**config.mk**
```make
export PLATFORM = sky130hd
export DESIGN_NAME = i2c_master_transaction_engine_core_flat
export DESIGN_NICKNAME = d
export VERILOG_FILES = /design/src/hdl/i2cm_pkg.sv /design/src/hdl/i2cm_if.sv /design/src/hdl/i2c_master_transaction_engine_core.sv /design/src/hdl/i2cm_units.sv /design/src/flat_wrapper.sv
export SDC_FILE = /design/constraint.sdc
export NUM_CORES = 1
export LEC_CHECK = 0
export BUFFER_PORTS_ARGS = -buffer_cell sky130_fd_sc_hd__buf_2
export CORE_AREA = 2 2 196 121
export CTS_CLUSTER_SIZE = 10
export DETAILED_ROUTE_END_ITERATION = 12
export DIE_AREA = 0 0 198 123
export GPL_TIMING_DRIVEN = 0
export PLACE_DENSITY = 0.65
export SETUP_SLACK_MARGIN = 0.3
export SLEW_MARGIN = 25
export SYNTH_ARGS = -nofsm -noshare
export SYNTH_HDL_FRONTEND = slang
export SYNTH_SLANG_ARGS = --single-unit
```
**constraint.sdc**
```tcl
create_clock -name i_clk -period 6.8 [get_ports i_clk]
set_input_delay 0 -clock i_clk [delete_from_list [all_inputs] [get_ports i_clk]]
set_output_delay 0 -clock i_clk [all_outputs]
set_load 0.02 [all_outputs]
```
**src/hdl/i2cm_pkg.sv**
```systemverilog
// Package for the I2C master transaction engine: phase and sequence codes.
// No dependencies.
`default_nettype none
package i2cm_pkg;
    typedef enum logic [4:0] {
        PH_IDLE, PH_ST_A, PH_ST_B, PH_ST_C, PH_TX_LOW, PH_TX_DATA, PH_TX_HIGH,
        PH_ACK_LOW, PH_ACK_REL, PH_ACK_HIGH, PH_ACK_POLL, PH_RX_LOW, PH_RX_HIGH,
        PH_RSP_A, PH_RSP_B, PH_SP_A, PH_SP_B
    } t_phase;

    typedef enum logic [2:0] {
        OP_END, OP_START, OP_TXW, OP_TXR, OP_TXREG, OP_TXDAT, OP_RX, OP_STOP
    } t_op;

    localparam int SEQ_LEN = 9;
    localparam int SEQ_W   = 4;

    localparam logic [1:0] FN_TICK = 2'd0;
    localparam logic [1:0] FN_WR   = 2'd1;
    localparam logic [1:0] FN_RREG = 2'd2;
    localparam logic [1:0] FN_RDIR = 2'd3;

    localparam logic CFG_UNIT = 1'b0;
    localparam logic CFG_ACKW = 1'b1;

    typedef struct packed {
        logic [1:0] func;
        logic [6:0] dev_addr;
        logic [7:0] reg_addr;
        logic [7:0] wr_data;
        logic [7:0] rd_len;
        logic       sda_in;
    } t_in;

    typedef struct packed {
        logic       scl_level;
        logic       sda_level;
        logic       sda_enable;
        logic       busy_res;
        logic [7:0] rd_byte;
        logic       rd_valid;
        logic       rd_last;
        logic       done_res;
        logic       status;
    } t_out;

    // command sequence table
    function automatic t_op seq_op(input logic [1:0] fn, input logic [SEQ_W-1:0] idx);
        t_op op;
        op = OP_END;
        case (fn)
            FN_WR: begin
                case (idx)
                    4'd0: op = OP_START;
                    4'd1: op = OP_TXW;
                    4'd2: op = OP_TXREG;
                    4'd3: op = OP_TXDAT;
                    4'd4: op = OP_STOP;
                    default: op = OP_END;
                endcase
            end
            FN_RREG: begin
                case (idx)
                    4'd0: op = OP_START;
                    4'd1: op = OP_TXW;
                    4'd2: op = OP_TXREG;
                    4'd3: op = OP_STOP;
                    4'd4: op = OP_START;
                    4'd5: op = OP_TXR;
                    4'd6: op = OP_RX;
                    4'd7: op = OP_STOP;
                    default: op = OP_END;
                endcase
            end
            FN_RDIR: begin
                case (idx)
                    4'd0: op = OP_START;
                    4'd1: op = OP_TXR;
                    4'd2: op = OP_RX;
                    4'd3: op = OP_STOP;
                    default: op = OP_END;
                endcase
            end
            default: op = OP_END;
        endcase
        return op;
    endfunction
endpackage
`default_nettype wire

```
**src/hdl/i2cm_if.sv**
```systemverilog
// Valid/ready channel interface carrying one item.
// Depends on nothing; payload type is a parameter.
`default_nettype none
interface i2cm_if #(parameter type T = logic) ();
    logic valid;
    logic ready;
    T     data;
    modport source (output valid, output data, input ready);
    modport sink (input valid, input data, output ready);
endinterface
`default_nettype wire

```
**src/hdl/i2c_master_transaction_engine_core.sv**
```systemverilog
// Top level of the I2C master transaction engine.
// Depends on i2cm_pkg, i2cm_if and i2cm_units.
//
// Usage: each input item on s_in is one bus tick carrying the sampled SDA
// level and, while idle, an optional command (func nonzero). Each accepted
// item yields exactly one result item on m_out with the pin levels, busy,
// received byte strobe and done/status. The engine state advances once per
// accepted item, all in one pass of logic into the state registers and the
// result register, valid the cycle after; one item is taken every cycle.
// The result register is the only buffer: s_in is ready whenever it is empty
// or being taken, so a stalled receiver holds the engine after one item.
// Configuration (unit_ticks index 0, ack_window index 1) via i_cfg_*.
// Reset brings the bus idle with SCL, SDA high and drive enabled,
// unit_ticks 20, ack_window 250.
`default_nettype none
module i2c_master_transaction_engine_core (
    input  wire logic        i_clk,
    input  wire logic        i_rst_n,
    input  wire logic        i_cfg_we,
    input  wire logic        i_cfg_idx,
    input  wire logic [15:0] i_cfg_data,
    i2cm_if.sink             s_in,
    i2cm_if.source           m_out
);
    logic [15:0] r_unit;
    logic [7:0]  r_ackw;
    i2cm_pkg::t_phase r_phase, n_phase;
    logic [18:0] r_tick, n_tick;
    logic [3:0]  r_bit, n_bit;
    logic [7:0]  r_shift, n_shift, r_bcnt, n_bcnt;
    logic [1:0]  r_op, n_op;
    logic [6:0]  r_dev, n_dev;
    logic [7:0]  r_reg, n_reg, r_dat, n_dat, r_len, n_len;
    logic        r_scl, n_scl, r_sda, n_sda, r_oe, n_oe, r_abort, n_abort;
    logic [3:0]  r_seq, n_seq;
    logic        r_ovalid;
    i2cm_pkg::t_out r_out, n_out;
    logic        take;
    logic [15:0] u1;
    logic [17:0] u3, u4;
    logic [18:0] u5;

    i2cm_units u_units (.i_unit(r_unit), .o_u1(u1), .o_u3(u3), .o_u4(u4), .o_u5(u5));

    assign s_in.ready  = !r_ovalid || m_out.ready;
    assign take        = s_in.valid && s_in.ready;
    assign m_out.valid = r_ovalid;
    assign m_out.data  = r_out;

    // configuration
    always_ff @(posedge i_clk) begin
        if (!i_rst_n) begin
            r_unit <= 16'd20;
            r_ackw <= 8'd250;
        end else if (i_cfg_we) begin
            if (i_cfg_idx == i2cm_pkg::CFG_UNIT) r_unit <= i_cfg_data;
            else r_ackw <= i_cfg_data[7:0];
        end
    end

    // one tick of the engine
    always_comb begin
        i2cm_pkg::t_op op0, op1, op;
        logic [3:0] sq;
        logic valid, last, fin, do_begin, tx;
        logic [7:0] txb;
        logic [3:0] bi;
        n_phase = r_phase; n_tick = r_tick; n_bit = r_bit; n_shift = r_shift;
        n_bcnt = r_bcnt; n_op = r_op; n_dev = r_dev; n_reg = r_reg; n_dat = r_dat;
        n_len = r_len; n_scl = r_scl; n_sda = r_sda; n_oe = r_oe;
        n_abort = r_abort; n_seq = r_seq;
        valid = 1'b0; last = 1'b0; fin = 1'b0; do_begin = 1'b0;
        tx = 1'b0; txb = 8'd0; op = i2cm_pkg::OP_END; sq = 4'd0;
        op0 = i2cm_pkg::OP_END; op1 = i2cm_pkg::OP_END;
        bi = r_bit + 4'd1;
        if (r_phase == i2cm_pkg::PH_IDLE) begin
            if (s_in.data.func != i2cm_pkg::FN_TICK) begin
                n_op = s_in.data.func; n_dev = s_in.data.dev_addr;
                n_reg = s_in.data.reg_addr; n_dat = s_in.data.wr_data;
                n_len = s_in.data.rd_len; n_seq = 4'd0; n_bcnt = 8'd0;
                n_abort = 1'b0; do_begin = 1'b1;
            end
        end else if (r_phase == i2cm_pkg::PH_ACK_POLL && !s_in.data.sda_in) begin
            n_seq = r_seq + 4'd1; do_begin = 1'b1;
        end else if (r_tick <= 19'd1) begin
            unique case (r_phase)
                i2cm_pkg::PH_ST_A: begin
                    n_phase = i2cm_pkg::PH_ST_B; n_tick = u5;
                    n_scl = 1'b1; n_sda = 1'b0; n_oe = 1'b1;
                end
                i2cm_pkg::PH_ST_B: begin
                    n_phase = i2cm_pkg::PH_ST_C; n_tick = u5;
                    n_scl = 1'b0; n_sda = 1'b0; n_oe = 1'b1;
                end
                i2cm_pkg::PH_ST_C: begin n_seq = r_seq + 4'd1; do_begin = 1'b1; end
                i2cm_pkg::PH_TX_LOW: begin
                    n_phase = i2cm_pkg::PH_TX_DATA; n_tick = {3'b000, u1};
                    n_scl = 1'b0; n_sda = r_shift[7]; n_oe = 1'b1;
                end
                i2cm_pkg::PH_TX_DATA: begin
                    n_phase = i2cm_pkg::PH_TX_HIGH; n_tick = {3'b000, u1};
                    n_scl = 1'b1; n_oe = 1'b1;
                end
                i2cm_pkg::PH_TX_HIGH: begin
                    n_shift = {r_shift[6:0], 1'b0}; n_bit = bi;
                    n_scl = 1'b0; n_oe = 1'b1;
                    if (bi >= 4'd8) begin
                        n_phase = i2cm_pkg::PH_ACK_LOW; n_tick = {1'b0, u3};
                    end else begin
                        n_phase = i2cm_pkg::PH_TX_LOW; n_tick = {3'b000, u1};
                    end
                end
                i2cm_pkg::PH_ACK_LOW: begin
                    n_phase = i2cm_pkg::PH_ACK_REL; n_tick = {1'b0, u3};
                    n_scl = 1'b0; n_oe = 1'b0;
                end
                i2cm_pkg::PH_ACK_REL: begin
                    n_phase = i2cm_pkg::PH_ACK_HIGH; n_tick = {3'b000, u1};
                    n_scl = 1'b1; n_oe = 1'b0;
                end
                i2cm_pkg::PH_ACK_HIGH: begin
                    n_phase = i2cm_pkg::PH_ACK_POLL;
                    n_tick = (r_ackw == 8'd0) ? 19'd1 : {11'd0, r_ackw};
                    n_scl = 1'b1; n_oe = 1'b0;
                end
                i2cm_pkg::PH_ACK_POLL: begin
                    n_abort = 1'b1; n_phase = i2cm_pkg::PH_SP_A; n_tick = {1'b0, u4};
                    n_scl = 1'b0; n_sda = 1'b0; n_oe = 1'b1;
                end
                i2cm_pkg::PH_RX_LOW: begin
                    n_phase = i2cm_pkg::PH_RX_HIGH; n_tick = {3'b000, u1};
                    n_scl = 1'b1; n_oe = 1'b0;
                end
                i2cm_pkg::PH_RX_HIGH: begin
                    n_shift = {r_shift[6:0], s_in.data.sda_in}; n_bit = bi;
                    n_tick = {3'b000, u1}; n_scl = 1'b0;
                    if (bi < 4'd8) begin
                        n_phase = i2cm_pkg::PH_RX_LOW; n_oe = 1'b0;
                    end else begin
                        n_bcnt = r_bcnt + 8'd1; valid = 1'b1;
                        last = (r_bcnt + 8'd1) >= r_len;
                        n_phase = i2cm_pkg::PH_RSP_A; n_sda = last; n_oe = 1'b1;
                    end
                end
                i2cm_pkg::PH_RSP_A: begin
                    n_phase = i2cm_pkg::PH_RSP_B; n_tick = {3'b000, u1};
                    n_scl = 1'b1; n_oe = 1'b1;
                end
                i2cm_pkg::PH_RSP_B: do_begin = 1'b1;
                i2cm_pkg::PH_SP_A: begin
                    n_phase = i2cm_pkg::PH_SP_B; n_tick = {1'b0, u4};
                    n_scl = 1'b1; n_sda = 1'b1; n_oe = 1'b1;
                end
                i2cm_pkg::PH_SP_B: begin
                    if (r_abort) fin = 1'b1;
                    else begin n_seq = r_seq + 4'd1; do_begin = 1'b1; end
                end
                default: fin = 1'b1;
            endcase
        end else begin
            n_tick = r_tick - 19'd1;
        end

        // start the next sequence step; an exhausted read skips one step
        if (do_begin) begin
            sq = n_seq;
            op0 = (sq < 4'(i2cm_pkg::SEQ_LEN)) ? i2cm_pkg::seq_op(n_op, sq)
                                               : i2cm_pkg::OP_END;
            op1 = (sq + 4'd1 < 4'(i2cm_pkg::SEQ_LEN)) ? i2cm_pkg::seq_op(n_op, sq + 4'd1)
                                                      : i2cm_pkg::OP_END;
            op = op0;
            if (op0 == i2cm_pkg::OP_RX && !(n_bcnt < n_len)) begin
                op = op1; n_seq = sq + 4'd1;
            end
            case (op)
                i2cm_pkg::OP_START: begin
                    n_phase = i2cm_pkg::PH_ST_A; n_tick = u5;
                    n_scl = 1'b1; n_sda = 1'b1; n_oe = 1'b1;
                end
                i2cm_pkg::OP_TXW:   begin tx = 1'b1; txb = {n_dev, 1'b0}; end
                i2cm_pkg::OP_TXR:   begin tx = 1'b1; txb = {n_dev, 1'b1}; end
                i2cm_pkg::OP_TXREG: begin tx = 1'b1; txb = n_reg; end
                i2cm_pkg::OP_TXDAT: begin tx = 1'b1; txb = n_dat; end
                i2cm_pkg::OP_RX: begin
                    n_shift = 8'd0; n_bit = 4'd0; n_phase = i2cm_pkg::PH_RX_LOW;
                    n_tick = {3'b000, u1}; n_scl = 1'b0; n_oe = 1'b0;
                end
                i2cm_pkg::OP_STOP: begin
                    n_phase = i2cm_pkg::PH_SP_A; n_tick = {1'b0, u4};
                    n_scl = 1'b0; n_sda = 1'b0; n_oe = 1'b1;
                end
                default: fin = 1'b1;
            endcase
            if (tx) begin
                n_shift = txb; n_bit = 4'd0; n_phase = i2cm_pkg::PH_TX_LOW;
                n_tick = {3'b000, u1}; n_scl = 1'b0; n_oe = 1'b1;
            end
        end
        if (fin) begin
            n_phase = i2cm_pkg::PH_IDLE; n_tick = 19'd0;
            n_scl = 1'b1; n_sda = 1'b1; n_oe = 1'b1;
        end

        n_out.scl_level  = n_scl;
        n_out.sda_level  = n_oe & n_sda;
        n_out.sda_enable = n_oe;
        n_out.busy_res   = n_phase != i2cm_pkg::PH_IDLE;
        n_out.rd_byte    = valid ? n_shift : 8'd0;
        n_out.rd_valid   = valid;
        n_out.rd_last    = valid & last;
        n_out.done_res   = fin;
        n_out.status     = fin & n_abort;
    end

    // engine state
    always_ff @(posedge i_clk) begin
        if (!i_rst_n) begin
            r_phase <= i2cm_pkg::PH_IDLE; r_tick <= 19'd0; r_bit <= 4'd0;
            r_shift <= 8'd0; r_bcnt <= 8'd0; r_op <= 2'd0; r_dev <= 7'd0;
            r_reg <= 8'd0; r_dat <= 8'd0; r_len <= 8'd0; r_scl <= 1'b1;
            r_sda <= 1'b1; r_oe <= 1'b1; r_abort <= 1'b0; r_seq <= 4'd0;
        end else if (take) begin
            r_phase <= n_phase; r_tick <= n_tick; r_bit <= n_bit;
            r_shift <= n_shift; r_bcnt <= n_bcnt; r_op <= n_op; r_dev <= n_dev;
            r_reg <= n_reg; r_dat <= n_dat; r_len <= n_len; r_scl <= n_scl;
            r_sda <= n_sda; r_oe <= n_oe; r_abort <= n_abort; r_seq <= n_seq;
        end
    end

    // result register
    always_ff @(posedge i_clk) begin
        if (!i_rst_n) r_ovalid <= 1'b0;
        else if (take) r_ovalid <= 1'b1;
        else if (m_out.ready) r_ovalid <= 1'b0;
    end
    always_ff @(posedge i_clk) begin
        if (take) r_out <= n_out;
    end
endmodule
`default_nettype wire

```
**src/hdl/i2cm_units.sv**
```systemverilog
// Delay unit multiples: n * unit_ticks for n = 1, 3, 4, 5, zero treated as one.
// Depends on nothing.
`default_nettype none
module i2cm_units (
    input  wire logic [15:0] i_unit,
    output logic [15:0]      o_u1,
    output logic [17:0]      o_u3,
    output logic [17:0]      o_u4,
    output logic [18:0]      o_u5
);
    logic [15:0] u;
    assign u    = (i_unit == 16'd0) ? 16'd1 : i_unit;
    assign o_u1 = u;
    assign o_u3 = {2'b00, u} + {1'b0, u, 1'b0};
    assign o_u4 = {u, 2'b00};
    assign o_u5 = {3'b000, u} + {1'b0, u, 2'b00};
endmodule
`default_nettype wire

```
**src/flat_wrapper.sv**
```systemverilog
// flat-port wrapper written by rule: the top's interface ports become plain ports
module i2c_master_transaction_engine_core_flat 
  (i_clk, i_rst_n, i_cfg_we, i_cfg_idx, i_cfg_data, s_in_valid, s_in_data, s_in_ready, m_out_valid, m_out_data, m_out_ready);
  i2cm_if #(.T(i2cm_pkg::t_in)) s_in_i ();
  i2cm_if #(.T(i2cm_pkg::t_out)) m_out_i ();
  input  wire logic i_clk;
  input  wire logic i_rst_n;
  input  wire logic i_cfg_we;
  input  wire logic i_cfg_idx;
  input  wire logic [15:0] i_cfg_data;
  input wire logic [$bits(s_in_i.valid)-1:0] s_in_valid;
  input wire logic [$bits(s_in_i.data)-1:0] s_in_data;
  output wire logic [$bits(s_in_i.ready)-1:0] s_in_ready;
  output wire logic [$bits(m_out_i.valid)-1:0] m_out_valid;
  output wire logic [$bits(m_out_i.data)-1:0] m_out_data;
  input wire logic [$bits(m_out_i.ready)-1:0] m_out_ready;
  assign s_in_i.valid = s_in_valid;
  assign s_in_i.data = s_in_data;
  assign s_in_ready = s_in_i.ready;
  assign m_out_valid = m_out_i.valid;
  assign m_out_data = m_out_i.data;
  assign m_out_i.ready = m_out_ready;
  i2c_master_transaction_engine_core u_core (.i_clk(i_clk), .i_rst_n(i_rst_n), .i_cfg_we(i_cfg_we), .i_cfg_idx(i_cfg_idx), .i_cfg_data(i_cfg_data), .s_in(s_in_i), .m_out(m_out_i));
endmodule
```
==> summary.md, run 1 <==
| Metric | Value |
|---|---|
| Largest net degree at the start of global routing | `26` |
| LEAKAGE | `5.327 nW` |
| Clk sinks | `126` |
| Port bufs | `73` |
| Area Growth Syn to Fin | `17.45%` |
| Vias in the first global route | `11,441` |
| Register area share after synthesis | `0.2409` |
| H-Tree Depth | `4` |
| Detailed Route WL | `44,410 µm` |
| Syn Inst Count | `1,495` |
| Drt initial violations | `1,708` |
| Final worst slack | `505.2 ps` |
| DP HPWL | `34,040 µm` |
| Final Hold Fails | `0` |
| DRC Markers | `0` |
| Final period demand of the worst path | `6295 ps` |
| Synth warn | `0` |
| Synth cell types | `94` |
| Layout Cells excl Fill | `1,967` |
| Dpl cells | `1,883` |
| CTS Buf Count | `17` |
| Least-Margin Pin Slew | `961.4 ps` |
| Critical path type | `reg -> reg` |
| Status | `finished clean` |
| Vert. Die Dim | `123 µm` |
| Core Rows | `43` |
| Initial antenna violation count | `1` |
| Ant diodes | `0` |
| EDFF count, synth | `16` |
| # setup viols final | `0` |
| Core Area | `22,650 µm²` |
| Reg clk slew, reported paths | `70 ps` |
| Most flops, register | `u_core.r_tick` |
| Critical Path AT | `6590 ps` |
| GRT Util Overall | `0.3653` |
| Share of layout cells above drive strength 1 | `0.1090` |
| Place WS | `-375.3 ps` |
| Avg Inst Size Synth | `7.448 µm²` |
| #FFs+latches synth | `126` |
| Clock buffer depth | `2` |
| Top_reg_cell synth | `dfxtp_1` |
| Peak supply drop | `0.3432 mV` |
| RSZ-0062 raised after global routing | `false` |
| Die Span X | `198 µm` |
| DR WL/cell | `22.58 µm` |
| Startpoint class of the critical path | `flop` |
| FMAX | `158.9 MHz` |
| Post-Syn Nets | `1,617` |
| Pwr Density | `528.1 nW/µm²` |
| Final nets | `1,762` |
| Part of the cycle the worst path needs | `0.9257` |
| Avg Vias per Cell | `6.449` |
| Vias | `12,686` |
| Largest register FFs | `19` |
| TritonRoute pass-1 iters | `7` |
| Worst clock skew | `12.12 ps` |
| Worst slew margin | `0.3567` |
| Initial Utilization | `0.4916` |
| Die area | `24,350 µm²` |
| Post-synth ARST share | `0` |
| Ports | `74` |
| Worst-Skew Late Latency | `440 ps` |
| CP Max Fanout | `10` |
| Hold WS | `14.50 ps` |
| Clock Tree Root | `clkbuf_16` |
| Final ANT Viol Nets | `0` |
| Routability Congestion | `1.036` |
| Max Slew Vio Count | `0` |
| Critical path capture point type | `flop` |
| Worst EP required | `7100 ps` |
| TritonCTS clock tree | `yes` |
| Max_cap viols | `0` |
| GRT overflow | `0` |
| Synth Cell Area | `11,130 µm²` |
| First-pass GRT wire length | `67,160 µm` |
| Hold Crit Class | `in -> reg` |
synth_stat cells (all sizes together), types with 14 or more instances:
cell | instances | share of area
a21o | 19 | 0.013
a22oi | 19 | 0.013
o211ai | 21 | 0.015
xor2 | 14 | 0.011
a21boi | 50 | 0.034
ha | 64 | 0.072
a31oi | 26 | 0.016
nand2b | 17 | 0.0096
o22ai | 18 | 0.010
mux2i | 16 | 0.014
clkbuf | 70 | 0.024
nor2b | 24 | 0.013
and2 | 18 | 0.010
buf | 21 | 0.011
nor2 | 102 | 0.036
o21ai | 96 | 0.043
and3 | 20 | 0.011
edfxtp | 16 | 0.043
xnor2 | 28 | 0.024
inv | 56 | 0.019
a21oi | 94 | 0.043
nor3 | 37 | 0.019
dfxtp | 110 | 0.20
nand2 | 267 | 0.090
or3 | 14 | 0.0079
nand3 | 39 | 0.019
placed cells by master (no fill, tap or decap), drive strengths merged, types with 39 or more instances in the layout:
cell         instances
a21boi              50
a21oi               94
buf                 98
clkbuf              90
dfxtp              110
dlygate4sd3         49
ha                  64
inv                 60
nand2              267
nand3               39
nor2               102
o21ai               96
worst paths after layout:
kind | to | startpoint | depth (start not counted) | slack, ps
max | u_core.r_tick[12]$_SDFFE_PN0P_ | u_core.r_phase[3]$_SDFFE_PN0P_ | 20 | 510
min | u_core.r_unit[5]$_SDFFE_PN0P_ | i_cfg_we | 4 | 10
max reg2reg | u_core.r_tick[12]$_SDFFE_PN0P_ | u_core.r_phase[3]$_SDFFE_PN0P_ | 20 | 510
min reg2reg | u_core.r_reg[3]$_SDFFE_PN0P_ | u_core.r_reg[3]$_SDFFE_PN0P_ | 2 | 460
cell families (layout without fill, tap and decap cells):
group                      count (synthesis)  in the layout  synth area share
and+or+nand+nor                          587            587            0.2526
AOI/OAI and AO/OA                        504            504            0.3141
buffers and inverters                    147            304           0.05360
DFF                                      126            126            0.2409
adders and majority gates                 66             66           0.07551
xor gates and xnor gates                  42             42           0.03472
muxes                                     23             23           0.02854
power breakdown:
part	switching, W	internal, W
registers	0.000125	0.000886
logic	0.00339	0.00155
clock network	0.000382	0.000572
total	0.00390	0.00301
repair_timing:
item                       in CTS  in global routing
hold buffers                   49                  0
buffers inserted                0                  4
setup endpoints to repair      46                 43
hold endpoints to repair       56                  0
resized for setup               5                 17
pin swaps                       0                  2
layout make-up:
cell class / instances / area (µm²)
fill: 2130 / 9573
multi-input combinational: 1222 / 7909
sequential: 126 / 2683
timing repair buffer: 126 / 885.9
clock buffer: 20 / 467.9
buffer: 91 / 399.1
tap: 315 / 394.1
inverter: 56 / 210.2
clock inverter: 11 / 128.9
per-stage QoR:
| step | area [µm²] | utilization | TNS [ps] | total power, W |
|---|---|---|---|---|
| 2_1_floorplan | 11130 | - | 0 | 0.004071 |
| 3_3_place_gp | 11890 | 0.5251 | -4897 | 0.005545 |
| 3_5_place_dp | 11900 | 0.5254 | -5468 | 0.005564 |
| 4_1_cts | 13010 | 0.5744 | 0 | 0.006554 |
| 5_1_grt | 13080 | 0.5774 | 0 | 0.007191 |
| 6_report | 13080 | 0.5774 | 0 | 0.006906 |
per-layer routing:
layer / part of all wire / GRT usage
met1: 0.47 / 0.5596
met2: 0.36 / 0.4593
met3: 0.15 / 0.1457
met4: 0.016 / 0.08177
met5: 0.0014 / 0.02058
worst max-delay path: stages (launching register included):
cell and delay [ps]:
dfxtp_1 300, clkbuf_1 190, or4_1 420, buf_2 180
nor3_4 370, clkbuf_4 330, clkbuf_2 330, clkbuf_2 370
mux2i_1 170, ha_1 340, and4_1 230, o21ai_0 130
o21ai_0 200, a21oi_1 100, nor3_2 510, a31oi_4 290
nor3_2 430, buf_2 330, nor3_1 100, a2111oi_0 710
o21ai_1 100
(Power assumes the default switching activity.)
==> run 2: changes to the inputs <==
--- a/config.mk
+++ b/config.mk
@@ -6,12 +6,12 @@
 export NUM_CORES = 1
 export LEC_CHECK = 0
 export BUFFER_PORTS_ARGS = -buffer_cell sky130_fd_sc_hd__buf_2
-export CORE_AREA = 2 2 196 121
+export CORE_AREA = 2 2 241 148
 export CTS_CLUSTER_SIZE = 10
 export DETAILED_ROUTE_END_ITERATION = 12
-export DIE_AREA = 0 0 198 123
+export DIE_AREA = 0 0 243 150
 export GPL_TIMING_DRIVEN = 0
-export PLACE_DENSITY = 0.65
+export PLACE_DENSITY = 0.46
 export SETUP_SLACK_MARGIN = 0.3
 export SLEW_MARGIN = 25
 export SYNTH_ARGS = -nofsm -noshare
==> run 2 against run 1 <==
Setup slack lost 24 ps. Cell count grew 7.8%. Clock-buffer cell count down 2. Core utilization is 19 points lower. Via count fell by 3.1%. Highest routed layer is now met4. Wire length up 6.5%. Die area up 50%. Largest cell class unchanged. Fmax decreased by 0.37%. Critical path depth rose by 1.
==> summary.md, run 2 (synthesis results as in run 1) <==
| Metric | Value |
|---|---|
| Status | `finished clean` |
| Die area | `36,450 µm² (+50%)` |
| DP HPWL | `36,970 µm (+8.6%)` |
| Max_cap viols | `0 (unchanged)` |
| Largest register FFs | `19 (unchanged)` |
| TritonCTS clock tree | `yes` |
| RSZ-0062 raised after global routing | `true` |
| Least-Margin Pin Slew | `900.2 ps (-61.12 ps)` |
| Clk sinks | `126 (unchanged)` |
| Total power | `0.007008 W (+1.5%)` |
| Part of the cycle the worst path needs | `0.9292 (+0.003478)` |
| Largest net degree at the start of global routing | `24 (-7.7%)` |
| Final period demand of the worst path | `6318 ps (+23.65 ps)` |
| Core Rows | `53 (+23%)` |
| DRC Markers | `0 (unchanged)` |
| CTS Buf Count | `17 (unchanged)` |
| Die Span X | `243 µm (+23%)` |
| Most common cell after layout, fill and taps aside | `nand2_1` |
| Clock buffer depth | `2 (unchanged)` |
| Reg clk slew, reported paths | `60 ps (about the same)` |
| First-pass GRT wire length | `70,230 µm (+4.6%)` |
| Clock Tree Root | `clkbuf_16` |
| Initial Utilization | `0.3241 (-0.1674)` |
| Pwr Density | `526.0 nW/µm² (-0.39%)` |
| Critical path capture point type | `flop` |
| Most flops, register | `u_core.r_tick` |
| Final nets | `1,763 (+0.057%)` |
| Critical path type | `reg -> reg` |
| Vias in the first global route | `10,992 (-3.9%)` |
| Final ANT Viol Nets | `0 (unchanged)` |
| GRT overflow | `0 (unchanged)` |
| FMAX | `158.3 MHz (-0.37%)` |
| Ports | `74 (unchanged)` |
| Worst EP required | `7130 ps (+30 ps)` |
| Hold Crit Class | `in -> reg` |
| Max Slew Vio Count | `0 (unchanged)` |
| Avg Vias per Cell | `5.793 (-10%)` |
| Final worst slack | `481.6 ps (-23.65 ps)` |
| Final Hold Fails | `0 (unchanged)` |
| LEAKAGE | `5.344 nW (+0.32%)` |
| Place WS | `-673.0 ps (-297.6 ps)` |
| Critical Path AT | `6650 ps (+60 ps)` |
| Worst slew margin | `0.3935 (+0.03677)` |
| # setup viols final | `0 (unchanged)` |
| Routability Congestion | `0.9341 (-9.8%)` |
| Vias | `12,287 (-3.1%)` |
| Setup TNS | `0 ps (unchanged)` |
| Worst-Skew Late Latency | `460 ps (+20 ps)` |
| Initial antenna violation count | `1 (unchanged)` |
| GRT Util Overall | `0.2559 (-0.1095)` |
| Startpoint class of the critical path | `flop` |
| TritonRoute pass-1 iters | `5 (-2)` |
| Most frequent cells in the layout | `267 x nand2_1, 110 x dfxtp_1, 100 x nor2_1, 93 x a21oi_1` |
| H-Tree Depth | `4 (unchanged)` |
| Ant diodes | `0 (unchanged)` |
| DR WL/cell | `22.29 µm (-1.3%)` |
| Drt initial violations | `1,383 (-19%)` |
| Worst clock skew | `15.65 ps (+3.531 ps)` |
| Area Growth Syn to Fin | `19.65%` |
| Port bufs | `73 (unchanged)` |
| Share of layout cells above drive strength 1 | `0.1088 (-0.0001318)` |
| Core Area | `34,350 µm² (+52%)` |
| Peak supply drop | `0.2610 mV (-24%)` |
| CP Max Fanout | `10 (unchanged)` |
| Detailed Route WL | `47,280 µm (+6.5%)` |
| Vert. Die Dim | `150 µm (+22%)` |
-- run 2: cell types whose count changed in the layout (fill, tap and decap cells not counted), sizes merged --
cell / change
clkbuf: -2
clkinvlp: -2
inv: +2
clkinv: +2
bufinv: +1
dlygate4sd3: +1
-- run 2: worst paths after layout --
| kind | from | end | slack [ps] | cells past startpoint |
|---|---|---|---|---|
| worst max register to register | u_core.r_phase[3]$_SDFFE_PN0P_ | u_core.r_tick[4]$_SDFFE_PN0P_ | 480 | 21 |
| worst min-delay path | i_rst_n | u_core.r_phase[0]$_SDFFE_PN0P_ | 30 | 3 |
| worst min register to register | u_core.r_reg[5]$_SDFFE_PN0P_ | u_core.r_reg[5]$_SDFFE_PN0P_ | 460 | 2 |
| worst max-delay path | u_core.r_phase[3]$_SDFFE_PN0P_ | u_core.r_tick[4]$_SDFFE_PN0P_ | 480 | 21 |
-- run 2: critical path, cell delays in order (launching register included) --
cell and delay [ps]:
dfxtp_1 300, clkbuf_1 200, or4_1 430, buf_2 190, nor3_4 350, clkbuf_4 340
clkbuf_2 320, clkbuf_4 320, mux2i_1 290, ha_1 280, a21o_1 160, a21o_1 160
a21oi_1 300, o21ai_0 170, a21oi_1 320, nor3_2 180, a31oi_4 380, nand2_1 260
clkbuf_2 310, a211oi_1 400, o21ai_0 200, a32o_1 320
-- run 2: layout make-up --
class | count | area [µm²]
plain buffers | 91 | 401.6
clock buffers | 18 | 429.2
clock inverters | 14 | 180.2
fillers | 3730 | 21030
inverters | 56 | 210.2
multi-input cells | 1222 | 7926
flip-flops and latches | 126 | 2683
well taps | 467 | 584.3
repair buffers | 127 | 908.4
-- run 2: routing by layer --
metal | wire length [µm] | up-vias | global-route usage
met4 | 542 | 0 | 0.05061
met2 | 16670 | 651 | 0.3094
li1 | - | 5815 | -
met1 | 24750 | 5779 | 0.4212
met5 | 0 | - | 0
met3 | 5318 | 42 | 0.07192
-- run 2: where the power goes --
group	internal (W)	switching, W
clock	0.000584	0.000400
combinational	0.00156	0.00345
sequential	0.000886	0.000129
total	0.00303	0.00398
-- run 2: through the flow --
step,utilization,instances,instance area (µm²),hold WS [ps]
2_1_floorplan,-,1495,11130,124.0
3_3_place_gp,0.3518,2035,12080,230.8
3_5_place_dp,0.3526,2036,12110,231.3
4_1_cts,0.3863,2119,13270,7.260
5_1_grt,0.3878,2121,13320,45.23
6_report,0.3878,2121,13320,25.11
-- run 2: timing repair --
item	CTS	global route
endpoints found under the hold margin	56	0
setup endpoints to repair	49	36
pin swaps	1	1
resized for setup	8	15
hold buffers	50	0
setup buffers	1	2
